## src/hw/rtl/slu_pkg.sv

```systemverilog
// shared types and constants of the stereo linear upsampler
`timescale 1ns / 1ps
`default_nettype none
package slu_pkg;

  localparam int SAMPLE_W  = 16;
  localparam int RATIO_W   = 15;
  localparam int CFG_IDX_W = 1;
  localparam int N_W       = 6;

  // register indexes of the configuration port
  localparam logic [CFG_IDX_W-1:0] CFG_ENABLE = 1'b0;
  localparam logic [CFG_IDX_W-1:0] CFG_RATIO  = 1'b1;

  localparam logic [RATIO_W-1:0] RATIO_RESET  = 15'd30105;

  // most words that one input pair may cause
  localparam logic [N_W-1:0]     RESULT_LIMIT = 6'd57;

  typedef logic signed [SAMPLE_W-1:0] sample_t;

  // commands from the controller to the datapath
  typedef struct packed {
    logic load;
    logic div_start;
    logic mul;
    logic interp_out;
    logic copy_out;
    logic chk;
    logic stage_copy;
  } cmd_t;

  // status from the datapath to the controller
  typedef struct packed {
    logic enable;
    logic in_last;
    logic have_held;
    logic div_busy;
    logic more_interp;
    logic more_copy;
  } status_t;

endpackage
`default_nettype wire

```

## src/hw/rtl/stereo_linear_upsampler.sv

```systemverilog
// top level of the stereo linear upsampler
//
// Input channel (in_valid/in_ready) takes one stereo word: two signed 16-bit
// samples and a block_last flag. Output channel (out_valid/out_ready) gives
// interpolated or copied stereo words, each tagged with run_last (last word
// caused by this input) and block_end (last word of the block).
// Configuration: cfg_we writes cfg_data into register cfg_index (0 enable,
// 1 ratio). The user must write only while the block is idle; it has no guard.
// With enable low each input word comes back unchanged in the cycle after it
// is accepted, and the next input is taken the cycle after that word is taken.
// With enable high an interpolated word passes multiply (into per-channel
// product registers), add, check and present, and a copied word copy, check
// and present, both via the one output register. A non-final input makes
// its outputs and is held; the first word of a block gives none.
// At a final input the block count floor(pairs*2^FRAC_BITS/r) for clamped
// ratio r comes from a serial divider of clog2(MAX_BLOCK_PAIRS+1)+FRAC_BITS
// steps, which with its done check holds the first output word back.
// Input is taken again once the last word is taken. When the receiver stalls,
// the output word and all state hold. Synchronous reset clears the sequencer
// and run state, disables resampling and loads the ratio reset value.
`timescale 1ns / 1ps
`default_nettype none
module stereo_linear_upsampler #(
  parameter int FRAC_BITS       = 15,
  parameter int MAX_BLOCK_PAIRS = 2048
) (
  input  wire logic                          clk,
  input  wire logic                          rst_n,
  input  wire logic                          cfg_we,
  input  wire logic [slu_pkg::CFG_IDX_W-1:0] cfg_index,
  input  wire logic [slu_pkg::RATIO_W-1:0]   cfg_data,
  input  wire logic                          in_valid,
  output logic                               in_ready,
  input  wire slu_pkg::sample_t              in_left_in,
  input  wire slu_pkg::sample_t              in_right_in,
  input  wire logic                          in_block_last,
  output logic                               out_valid,
  input  wire logic                          out_ready,
  output slu_pkg::sample_t                   out_left_out,
  output slu_pkg::sample_t                   out_right_out,
  output logic                               out_run_last,
  output logic                               out_block_end
);
  import slu_pkg::*;

  cmd_t    cmd;
  status_t status;

  // sequencer
  slu_ctrl u_ctrl (
    .clk       (clk),
    .rst_n     (rst_n),
    .in_valid  (in_valid),
    .in_ready  (in_ready),
    .out_valid (out_valid),
    .out_ready (out_ready),
    .status    (status),
    .cmd       (cmd)
  );

  // datapath
  slu_dp #(
    .FRAC_BITS       (FRAC_BITS),
    .MAX_BLOCK_PAIRS (MAX_BLOCK_PAIRS)
  ) u_dp (
    .clk           (clk),
    .rst_n         (rst_n),
    .cfg_we        (cfg_we),
    .cfg_index     (cfg_index),
    .cfg_data      (cfg_data),
    .in_left_in    (in_left_in),
    .in_right_in   (in_right_in),
    .in_block_last (in_block_last),
    .cmd           (cmd),
    .status        (status),
    .out_left_out  (out_left_out),
    .out_right_out (out_right_out),
    .out_run_last  (out_run_last),
    .out_block_end (out_block_end)
  );

endmodule
`default_nettype wire

```

## src/hw/rtl/slu_div.sv

```systemverilog
// restoring divider, one quotient bit per cycle
`timescale 1ns / 1ps
`default_nettype none
module slu_div #(
  parameter int DW = 27,
  parameter int RW = 15
) (
  input  wire logic          clk,
  input  wire logic          rst_n,
  input  wire logic          start,
  input  wire logic [DW-1:0] dividend,
  input  wire logic [RW-1:0] divisor,
  output logic      [DW-1:0] quotient,
  output logic               busy
);

  localparam int CW = $clog2(DW + 1);

  logic [CW-1:0] cnt_r;
  logic [DW-1:0] dvd_r;
  logic [DW-1:0] quo_r;
  logic [RW-1:0] rem_r;
  logic [RW-1:0] dsr_r;
  logic [RW:0]   trial;
  logic [RW:0]   sub;
  logic          ge;

  // one trial subtraction per step
  assign trial = {rem_r, dvd_r[DW-1]};
  assign sub   = trial - {1'b0, dsr_r};
  assign ge    = trial >= {1'b0, dsr_r};

  assign busy     = cnt_r != '0;
  assign quotient = quo_r;

  // step counter
  always_ff @(posedge clk) begin
    if (!rst_n) begin
      cnt_r <= '0;
    end else if (start) begin
      cnt_r <= CW'(DW);
    end else if (busy) begin
      cnt_r <= cnt_r - CW'(1);
    end
  end

  // shift registers of the dividend, quotient and remainder
  always_ff @(posedge clk) begin
    if (start) begin
      dvd_r <= dividend;
      dsr_r <= divisor;
      rem_r <= '0;
      quo_r <= '0;
    end else if (busy) begin
      dvd_r <= {dvd_r[DW-2:0], 1'b0};
      rem_r <= ge ? sub[RW-1:0] : trial[RW-1:0];
      quo_r <= {quo_r[DW-2:0], ge};
    end
  end

endmodule
`default_nettype wire

```

## src/hw/rtl/slu_dp.sv

```systemverilog
// datapath: config registers, history, phase, counters, interpolation and output word
`timescale 1ns / 1ps
`default_nettype none
module slu_dp #(
  parameter int FRAC_BITS       = 15,
  parameter int MAX_BLOCK_PAIRS = 2048
) (
  input  wire logic                          clk,
  input  wire logic                          rst_n,
  input  wire logic                          cfg_we,
  input  wire logic [slu_pkg::CFG_IDX_W-1:0] cfg_index,
  input  wire logic [slu_pkg::RATIO_W-1:0]   cfg_data,
  input  wire slu_pkg::sample_t              in_left_in,
  input  wire slu_pkg::sample_t              in_right_in,
  input  wire logic                          in_block_last,
  input  wire slu_pkg::cmd_t                 cmd,
  output slu_pkg::status_t                   status,
  output slu_pkg::sample_t                   out_left_out,
  output slu_pkg::sample_t                   out_right_out,
  output logic                               out_run_last,
  output logic                               out_block_end
);
  import slu_pkg::*;

  localparam int PW       = $clog2(MAX_BLOCK_PAIRS + 1);
  localparam int DW       = PW + FRAC_BITS;
  localparam int PHW      = FRAC_BITS + 1;
  localparam int MW       = SAMPLE_W + 1 + PHW;
  localparam int RMIN_RAW = (1200 * (1 << FRAC_BITS)) / 32768;
  localparam int RMIN     = (RMIN_RAW < 1) ? 1 : RMIN_RAW;
  localparam int RMAX     = (1 << FRAC_BITS) - 1;
  localparam logic [PHW-1:0] SCALE = {1'b1, {FRAC_BITS{1'b0}}};

  logic                 enable_r;
  logic [RATIO_W-1:0]   ratio_r;
  logic                 have_held_r;
  logic                 last_r;
  logic [PHW-1:0]       phase_r;
  logic [PW-1:0]        pairs_r;
  logic [DW-1:0]        pos_r;
  logic [N_W-1:0]       n_r;
  sample_t              held_l_r, held_r_r;
  sample_t              new_l_r, new_r_r;
  logic signed [MW-1:0] prod_l_r, prod_r_r;

  logic [RATIO_W+1:0]   ratio_ext;
  logic [FRAC_BITS-1:0] r_sat;
  logic [PW-1:0]        pairs_inc;
  logic                 in_last;
  logic [DW-1:0]        target;
  logic                 div_busy;
  logic                 more_interp;
  logic                 more_copy;
  logic                 more;
  logic signed [SAMPLE_W:0] diff_l, diff_r;
  logic signed [PHW-1:0]    phase_s;
  logic signed [MW-1:0]     mul_l, mul_r;
  logic signed [MW-1:0]     q_l, q_r;
  logic [SAMPLE_W:0]        sum_l, sum_r;

  // configuration writes
  always_ff @(posedge clk) begin
    if (!rst_n) begin
      enable_r <= 1'b0;
      ratio_r  <= RATIO_RESET;
    end else if (cfg_we) begin
      unique case (cfg_index)
        CFG_ENABLE: enable_r <= cfg_data[0];
        CFG_RATIO:  ratio_r  <= cfg_data;
        default: ;
      endcase
    end
  end

  // step clamped to the usable range
  assign ratio_ext = {2'b00, ratio_r};
  always_comb begin
    if (ratio_ext < (RATIO_W + 2)'(RMIN)) begin
      r_sat = FRAC_BITS'(RMIN);
    end else if (ratio_ext > (RATIO_W + 2)'(RMAX)) begin
      r_sat = FRAC_BITS'(RMAX);
    end else begin
      r_sat = ratio_ext[FRAC_BITS-1:0];
    end
  end

  // block end by flag or by length
  assign pairs_inc = pairs_r + PW'(1);
  assign in_last   = in_block_last || (pairs_inc >= PW'(MAX_BLOCK_PAIRS));

  // output count of the whole block: pairs * scale / step
  slu_div #(
    .DW (DW),
    .RW (FRAC_BITS)
  ) u_div (
    .clk      (clk),
    .rst_n    (rst_n),
    .start    (cmd.div_start),
    .dividend ({pairs_inc, {FRAC_BITS{1'b0}}}),
    .divisor  (r_sat),
    .quotient (target),
    .busy     (div_busy)
  );

  // interpolation products
  assign diff_l  = {new_l_r[SAMPLE_W-1], new_l_r} - {held_l_r[SAMPLE_W-1], held_l_r};
  assign diff_r  = {new_r_r[SAMPLE_W-1], new_r_r} - {held_r_r[SAMPLE_W-1], held_r_r};
  assign phase_s = {1'b0, phase_r[FRAC_BITS-1:0]};
  assign mul_l   = diff_l * phase_s;
  assign mul_r   = diff_r * phase_s;

  // floor shift and add to the held sample
  assign q_l   = prod_l_r >>> FRAC_BITS;
  assign q_r   = prod_r_r >>> FRAC_BITS;
  assign sum_l = {held_l_r[SAMPLE_W-1], held_l_r} + q_l[SAMPLE_W:0];
  assign sum_r = {held_r_r[SAMPLE_W-1], held_r_r} + q_r[SAMPLE_W:0];

  // what follows the current word
  assign more_interp = (phase_r < SCALE) && (n_r < RESULT_LIMIT);
  assign more_copy   = last_r && (pos_r < target) && (n_r < RESULT_LIMIT);
  assign more        = cmd.stage_copy ? more_copy : (more_interp || more_copy);

  assign status.enable      = enable_r;
  assign status.in_last     = in_last;
  assign status.have_held   = have_held_r;
  assign status.div_busy    = div_busy;
  assign status.more_interp = more_interp;
  assign status.more_copy   = more_copy;

  // run state
  always_ff @(posedge clk) begin
    if (!rst_n) begin
      have_held_r <= 1'b0;
      last_r      <= 1'b0;
      phase_r     <= '0;
      pairs_r     <= '0;
      pos_r       <= '0;
      n_r         <= '0;
    end else if (cmd.load) begin
      if (!enable_r) begin
        have_held_r <= 1'b0;
        phase_r     <= '0;
        pairs_r     <= '0;
        pos_r       <= '0;
      end else begin
        pairs_r <= pairs_inc;
        last_r  <= in_last;
        n_r     <= '0;
        if (!have_held_r) begin
          have_held_r <= 1'b1;
        end
      end
    end else if (cmd.interp_out) begin
      n_r     <= n_r + N_W'(1);
      pos_r   <= pos_r + DW'(1);
      phase_r <= phase_r + {1'b0, r_sat};
    end else if (cmd.copy_out) begin
      n_r   <= n_r + N_W'(1);
      pos_r <= pos_r + DW'(1);
    end else if (cmd.chk) begin
      if (!more && last_r) begin
        have_held_r <= 1'b0;
        phase_r     <= '0;
        pairs_r     <= '0;
        pos_r       <= '0;
      end else if (!cmd.stage_copy && !more_interp) begin
        phase_r <= (phase_r >= SCALE) ? (phase_r - SCALE) : '0;
      end
    end
  end

  // sample history and output word
  always_ff @(posedge clk) begin
    if (cmd.load) begin
      if (!enable_r) begin
        out_left_out  <= in_left_in;
        out_right_out <= in_right_in;
        out_run_last  <= 1'b1;
        out_block_end <= in_block_last;
      end else begin
        new_l_r <= in_left_in;
        new_r_r <= in_right_in;
        if (!have_held_r) begin
          held_l_r <= in_left_in;
          held_r_r <= in_right_in;
        end
      end
    end
    if (cmd.mul) begin
      prod_l_r <= mul_l;
      prod_r_r <= mul_r;
    end
    if (cmd.interp_out) begin
      out_left_out  <= sum_l[SAMPLE_W-1:0];
      out_right_out <= sum_r[SAMPLE_W-1:0];
    end
    if (cmd.copy_out) begin
      out_left_out  <= new_l_r;
      out_right_out <= new_r_r;
    end
    if (cmd.chk) begin
      out_run_last  <= !more;
      out_block_end <= last_r && !more;
      if (!cmd.stage_copy && !more_interp) begin
        held_l_r <= new_l_r;
        held_r_r <= new_r_r;
      end
    end
  end

endmodule
`default_nettype wire

```

## src/hw/rtl/slu_ctrl.sv

```systemverilog
// controller: sequences accept, division, interpolation, copies and output handshake
`timescale 1ns / 1ps
`default_nettype none
module slu_ctrl (
  input  wire logic             clk,
  input  wire logic             rst_n,
  input  wire logic             in_valid,
  output logic                  in_ready,
  output logic                  out_valid,
  input  wire logic             out_ready,
  input  wire slu_pkg::status_t status,
  output slu_pkg::cmd_t         cmd
);
  import slu_pkg::*;

  localparam logic [2:0] S_IDLE  = 3'd0;
  localparam logic [2:0] S_DIV   = 3'd1;
  localparam logic [2:0] S_MUL   = 3'd2;
  localparam logic [2:0] S_INT   = 3'd3;
  localparam logic [2:0] S_CPY   = 3'd4;
  localparam logic [2:0] S_CHK   = 3'd5;
  localparam logic [2:0] S_OWAIT = 3'd6;

  localparam logic [1:0] NX_IDLE = 2'd0;
  localparam logic [1:0] NX_MUL  = 2'd1;
  localparam logic [1:0] NX_CPY  = 2'd2;

  logic [2:0] state_r, state_nxt;
  logic [1:0] nx_r, nx_nxt;
  logic       stage_copy_r, stage_copy_nxt;

  assign in_ready  = state_r == S_IDLE;
  assign out_valid = state_r == S_OWAIT;

  // next state and commands
  always_comb begin
    state_nxt      = state_r;
    nx_nxt         = nx_r;
    stage_copy_nxt = stage_copy_r;
    cmd            = '0;
    cmd.stage_copy = stage_copy_r;
    unique case (state_r)
      S_IDLE: begin
        if (in_valid) begin
          cmd.load = 1'b1;
          if (!status.enable) begin
            nx_nxt    = NX_IDLE;
            state_nxt = S_OWAIT;
          end else begin
            stage_copy_nxt = !status.have_held;
            if (status.in_last) begin
              cmd.div_start = 1'b1;
              state_nxt     = S_DIV;
            end else if (status.have_held) begin
              state_nxt = S_MUL;
            end
          end
        end
      end
      S_DIV: begin
        if (!status.div_busy) begin
          state_nxt = stage_copy_r ? S_CPY : S_MUL;
        end
      end
      S_MUL: begin
        cmd.mul   = 1'b1;
        state_nxt = S_INT;
      end
      S_INT: begin
        cmd.interp_out = 1'b1;
        state_nxt      = S_CHK;
      end
      S_CPY: begin
        cmd.copy_out = 1'b1;
        state_nxt    = S_CHK;
      end
      S_CHK: begin
        cmd.chk   = 1'b1;
        state_nxt = S_OWAIT;
        if (!stage_copy_r && status.more_interp) begin
          nx_nxt = NX_MUL;
        end else if (status.more_copy) begin
          nx_nxt         = NX_CPY;
          stage_copy_nxt = 1'b1;
        end else begin
          nx_nxt = NX_IDLE;
        end
      end
      S_OWAIT: begin
        if (out_ready) begin
          unique case (nx_r)
            NX_MUL:  state_nxt = S_MUL;
            NX_CPY:  state_nxt = S_CPY;
            default: state_nxt = S_IDLE;
          endcase
        end
      end
      default: state_nxt = S_IDLE;
    endcase
  end

  // state registers
  always_ff @(posedge clk) begin
    if (!rst_n) begin
      state_r      <= S_IDLE;
      nx_r         <= NX_IDLE;
      stage_copy_r <= 1'b0;
    end else begin
      state_r      <= state_nxt;
      nx_r         <= nx_nxt;
      stage_copy_r <= stage_copy_nxt;
    end
  end

endmodule
`default_nettype wire

```

## config.mk

```make
export PLATFORM = sky130hd
export DESIGN_NAME = stereo_linear_upsampler
export DESIGN_NICKNAME = d
export VERILOG_FILES = /design/src/hw/rtl/slu_pkg.sv /design/src/hw/rtl/stereo_linear_upsampler.sv /design/src/hw/rtl/slu_div.sv /design/src/hw/rtl/slu_dp.sv /design/src/hw/rtl/slu_ctrl.sv
export SDC_FILE = /design/constraint.sdc
export NUM_CORES = 2
export LEC_CHECK = 0
export BUFFER_PORTS_ARGS = -buffer_cell sky130_fd_sc_hd__buf_2
export CORE_MARGIN = 2
export CORE_UTILIZATION = 49
export CTS_BUF_LIST = sky130_fd_sc_hd__clkbuf_8
export CTS_CLUSTER_SIZE = 28
export DETAILED_ROUTE_END_ITERATION = 8
export GPL_ROUTABILITY_DRIVEN = 0
export HOLD_SLACK_MARGIN = 0.1
export PLACE_DENSITY = 0.74
export REMOVE_ABC_BUFFERS = 1
export SLEW_MARGIN = 20
export SYNTH_ARGS = -nofsm -noshare
export SYNTH_HDL_FRONTEND = slang
export SYNTH_SLANG_ARGS = --single-unit
```

## constraint.sdc

```tcl
create_clock -name clk -period 10.7 [get_ports clk]
set_input_delay 2.14 -clock clk [delete_from_list [all_inputs] [get_ports clk]]
set_output_delay 2.14 -clock clk [all_outputs]
set_load 0.005 [all_outputs]
```

==> summary.md <==
| Metric | Value |
|---|---|
| Synthesized area | `34500 µm²` |
| #FFs+latches synth | `289` |
| Final antenna-violating net count | `0` |
| Commonest cells post-synth | `693 x inv_1, 486 x fa_1, 484 x nand2_1, 281 x ha_1, 224 x and2_1` |
| Max Clock Skew | `75.10 ps` |
| Final #Nets | `4675` |
| Reg2reg path depth | `32` |
| Avg Cell Area, Syn | `9.022 µm²` |
| Die area | `72550 µm²` |
| Met3 usage | `0.03812` |
| CTS Buffer Depth | `3` |
| Num CTS Buffers | `54` |
| Core Footprint | `69910 µm²` |
| Syn Inst Count | `3824` |
| Final Util | `0.5299` |
| FF-to-FF Start | `u_dp.new_r_r[0]$_DFFE_PP_` |
| Req. time, crit path | `11110 ps` |
| Slowest stage delay, CP | `600 ps` |
| Chip height | `269.3 µm` |
| Share of the synthesized area in the top cell type | `0.2820` |
| Die width | `269.3 µm` |
| Hold Violations, Final | `0` |
| Power density over the cells | `183.9 nW/µm²` |
| Synth area leaders | `fa_1 28%, edfxtp_1 11%, ha_1 10%, dfxtp_1 9.5%, inv_1 7.5%` |
| Clk slew on worst S/H paths | `60 ps` |
| Max Cap Viol | `0` |
| 1st-pass router iterations | `5` |
| Final-report max-slew violation count | `0` |
| Hold Crit Start | `u_dp.ratio_r[2]$_SDFFE_PN0P_` |
| Clock tree sinks | `289` |
| Clk root buf | `clkbuf_8` |
| First-pass GRT wire length | `140100 µm` |
| Drc violations | `0` |
| Setup Viol. Count Final | `0` |
| Met1 Resource Use GR | `0.3105` |
| VDD IR max | `0.0002006 V` |
| Fin worst setup slack | `1446 ps` |
| Hold EP | `u_dp.ratio_r[2]$_SDFFE_PN0P_` |
| Drt wl/cell | `17.38 µm` |
| Met2 usage | `0.4013` |
| CP max-delay cell | `a211oi_1` |
| Most frequent cell after synthesis | `inv_1` |
| CP Launch Type | `flop` |
| Port Buffers | `89` |
| Critical path buffer and inverter count | `6` |
| Ys async rst share | `0` |
| Clock Latency Late Sink | `700 ps` |
| CTS H-tree lvls | `2` |
| Synth cell types | `91` |
| Starting DRC count in detailed routing | `1822` |
| Crit path top cell by count | `fa_1` |
| Critical Path AT | `9670 ps` |
| Post-cts resize count | `0` |
| Vias in the first global route | `27.15k` |
| Reg2reg setup slack | `1450 ps` |
| Status | `completed` |
| WL final | `84060 µm` |
| Fin crit period | `9254 ps` |
| Routed via count | `26.24k` |
| Ys flop type | `dfxtp_1` |
| Area Growth Syn to Fin | `7.362%` |
| Worst hold path class | `reg -> reg` |
| Cell taking the most area after synthesis | `fa_1` |
| Io pins | `90` |
| Total global routing track utilization | `0.2369` |
| EDFF count, synth | `125` |
| Total global routing overflow | `0` |
| Placement Setup Slack | `1602 ps` |
| Fraction of layout instances using a drive strength above 1 | `0.06982` |
| Placed wire-length estimate | `63290 µm` |
| TNS Setup | `0 ps` |
| Ys Warns | `0` |
| Crit end category | `flop` |
| Worst-path fanout max | `15` |
| RSZ-0062 raised after global routing | `no` |
| Initial antenna violation count | `1` |
| Setup repair bufs after CTS | `0` |
| Final Cycle Share | `0.8649` |
| Max Clk Rate | `0.1081 GHz` |
| Post-synthesis sequential area ratio | `0.2040` |
| RR Endpoint | `u_dp.prod_r_r[30]$_DFFE_PP_` |
| Starting Density | `0.4935` |
| Row cnt | `97` |
| Largest net degree at the start of global routing | `65` |
| Hold Buf Count CTS | `0` |
| Lkg Pwr | `17.70 nW` |
| WS Path Type | `reg -> reg` |
| Vias per cell | `5.425` |
| CTS tree | `built` |
| Top delay family on crit path | `adder cells` |
| Worst slew margin relative to its limit | `0.3019` |
| Slew @ Worst Pin | `1042 ps` |
| Worst hold stages | `2` |
| GR peak layer | `met2` |
[worst min-delay path, cell delays in order (launching register included)]
cell and delay [ps]:
dfxtp_1 310, nand2_1 50, a21oi_1 50
[cell usage in the layout (no fill, tap or decap), types with 89 or more instances in the layout]
| master | n |
|---|---|
| xnor2_1 | 91 |
| o21ai_0 | 153 |
| and2_1 | 223 |
| fa_1 | 486 |
| ha_1 | 281 |
| nand2_1 | 483 |
| edfxtp_1 | 125 |
| buf_2 | 89 |
| inv_1 | 717 |
| a21oi_1 | 157 |
| dfxtp_1 | 162 |
| nor2_1 | 148 |
[area by class of cell]
class,count,area (µm²)
clock inverters,34,187.7
repair buffers,136,798.3
diodes,1,2.502
well taps,940,1176
inverters,694,2605
fillers,6319,32870
flip-flops and latches,289,7039
multi-input cells,2679,24350
clock buffers,64,880.8
[metrics by stage]
| step | area, µm² | std cells | hold WS (ps) | total power (W) |
|---|---|---|---|---|
| 2_1_floorplan | 33850 | 3662 | 430.5 | 0.004316 |
| 3_3_place_gp | 35960 | 4738 | 442.6 | 0.005640 |
| 3_5_place_dp | 35960 | 4738 | 448.8 | 0.005725 |
| 4_1_cts | 37030 | 4836 | 458.8 | 0.006821 |
| 5_1_grt | 37040 | 4837 | 475.5 | 0.007348 |
| 6_report | 37040 | 4837 | 460.6 | 0.006812 |
[per-layer routing]
layer / routed length [µm] / vias up
met2: 40750 / 795
met1: 35510 / 13010
li1: - / 12300
met4: 2415 / 0
met5: 0 / -
met3: 5391 / 144
[power by group]
group	internal, W	leakage (nW)	switching, W
sequential	0.00154	2.53	0.000201
combinational	0.00141	14.5	0.00260
clock	0.000549	0.637	0.000513
[kinds of logic after synthesis]
kind of cell             count (synthesis)  synth area share
multiplexers                            44           0.01280
buffers and inverters                  856           0.09440
flip-flops                             289            0.2040
XOR/XNOR                               151           0.03833
AO/OA/AOI/OAI                          579            0.1062
adder cells (fa/ha/maj)                767            0.3839
AND/OR/NAND/NOR                       1138            0.1604
[sequential cells by signal, summed over array words and instances, names as in the netlist, 12 cells and up]
name / flops
u_dp.u_div.rem_r: 15
u_dp.u_div.dvd_r: 12
u_dp.pos_r: 27
u_dp.pairs_r: 12
u_dp.u_div.quotient: 27
u_dp.held_r_r: 16
u_dp.new_r_r: 16
u_dp.out_right_out: 16
u_dp.prod_l_r: 16
u_dp.out_left_out: 16
u_dp.phase_r: 16
u_dp.prod_r_r: 16
u_dp.held_l_r: 16
u_dp.new_l_r: 16
u_dp.u_div.dsr_r: 15
u_dp.ratio_r: 15
[worst max path at each step]
| stage | startpoint | to | slack (ps) | depth (start not counted) |
|---|---|---|---|---|
| after global placement | u_dp.new_r_r[0]$_DFFE_PP_ | u_dp.prod_r_r[30]$_DFFE_PP_ | 1810 | 32 |
| after detailed placement | u_dp.new_r_r[0]$_DFFE_PP_ | u_dp.prod_r_r[30]$_DFFE_PP_ | 1600 | 32 |
| final | u_dp.new_r_r[0]$_DFFE_PP_ | u_dp.prod_r_r[30]$_DFFE_PP_ | 1450 | 32 |
| after floorplan | u_dp.new_r_r[1]$_DFFE_PP_ | u_dp.prod_r_r[30]$_DFFE_PP_ | 2720 | 28 |
| after global routing | u_dp.new_r_r[0]$_DFFE_PP_ | u_dp.prod_r_r[30]$_DFFE_PP_ | 900 | 32 |
| after CTS | u_dp.new_r_r[0]$_DFFE_PP_ | u_dp.prod_r_r[30]$_DFFE_PP_ | 1490 | 32 |
Note: power is estimated with default switching activity, not from simulation.
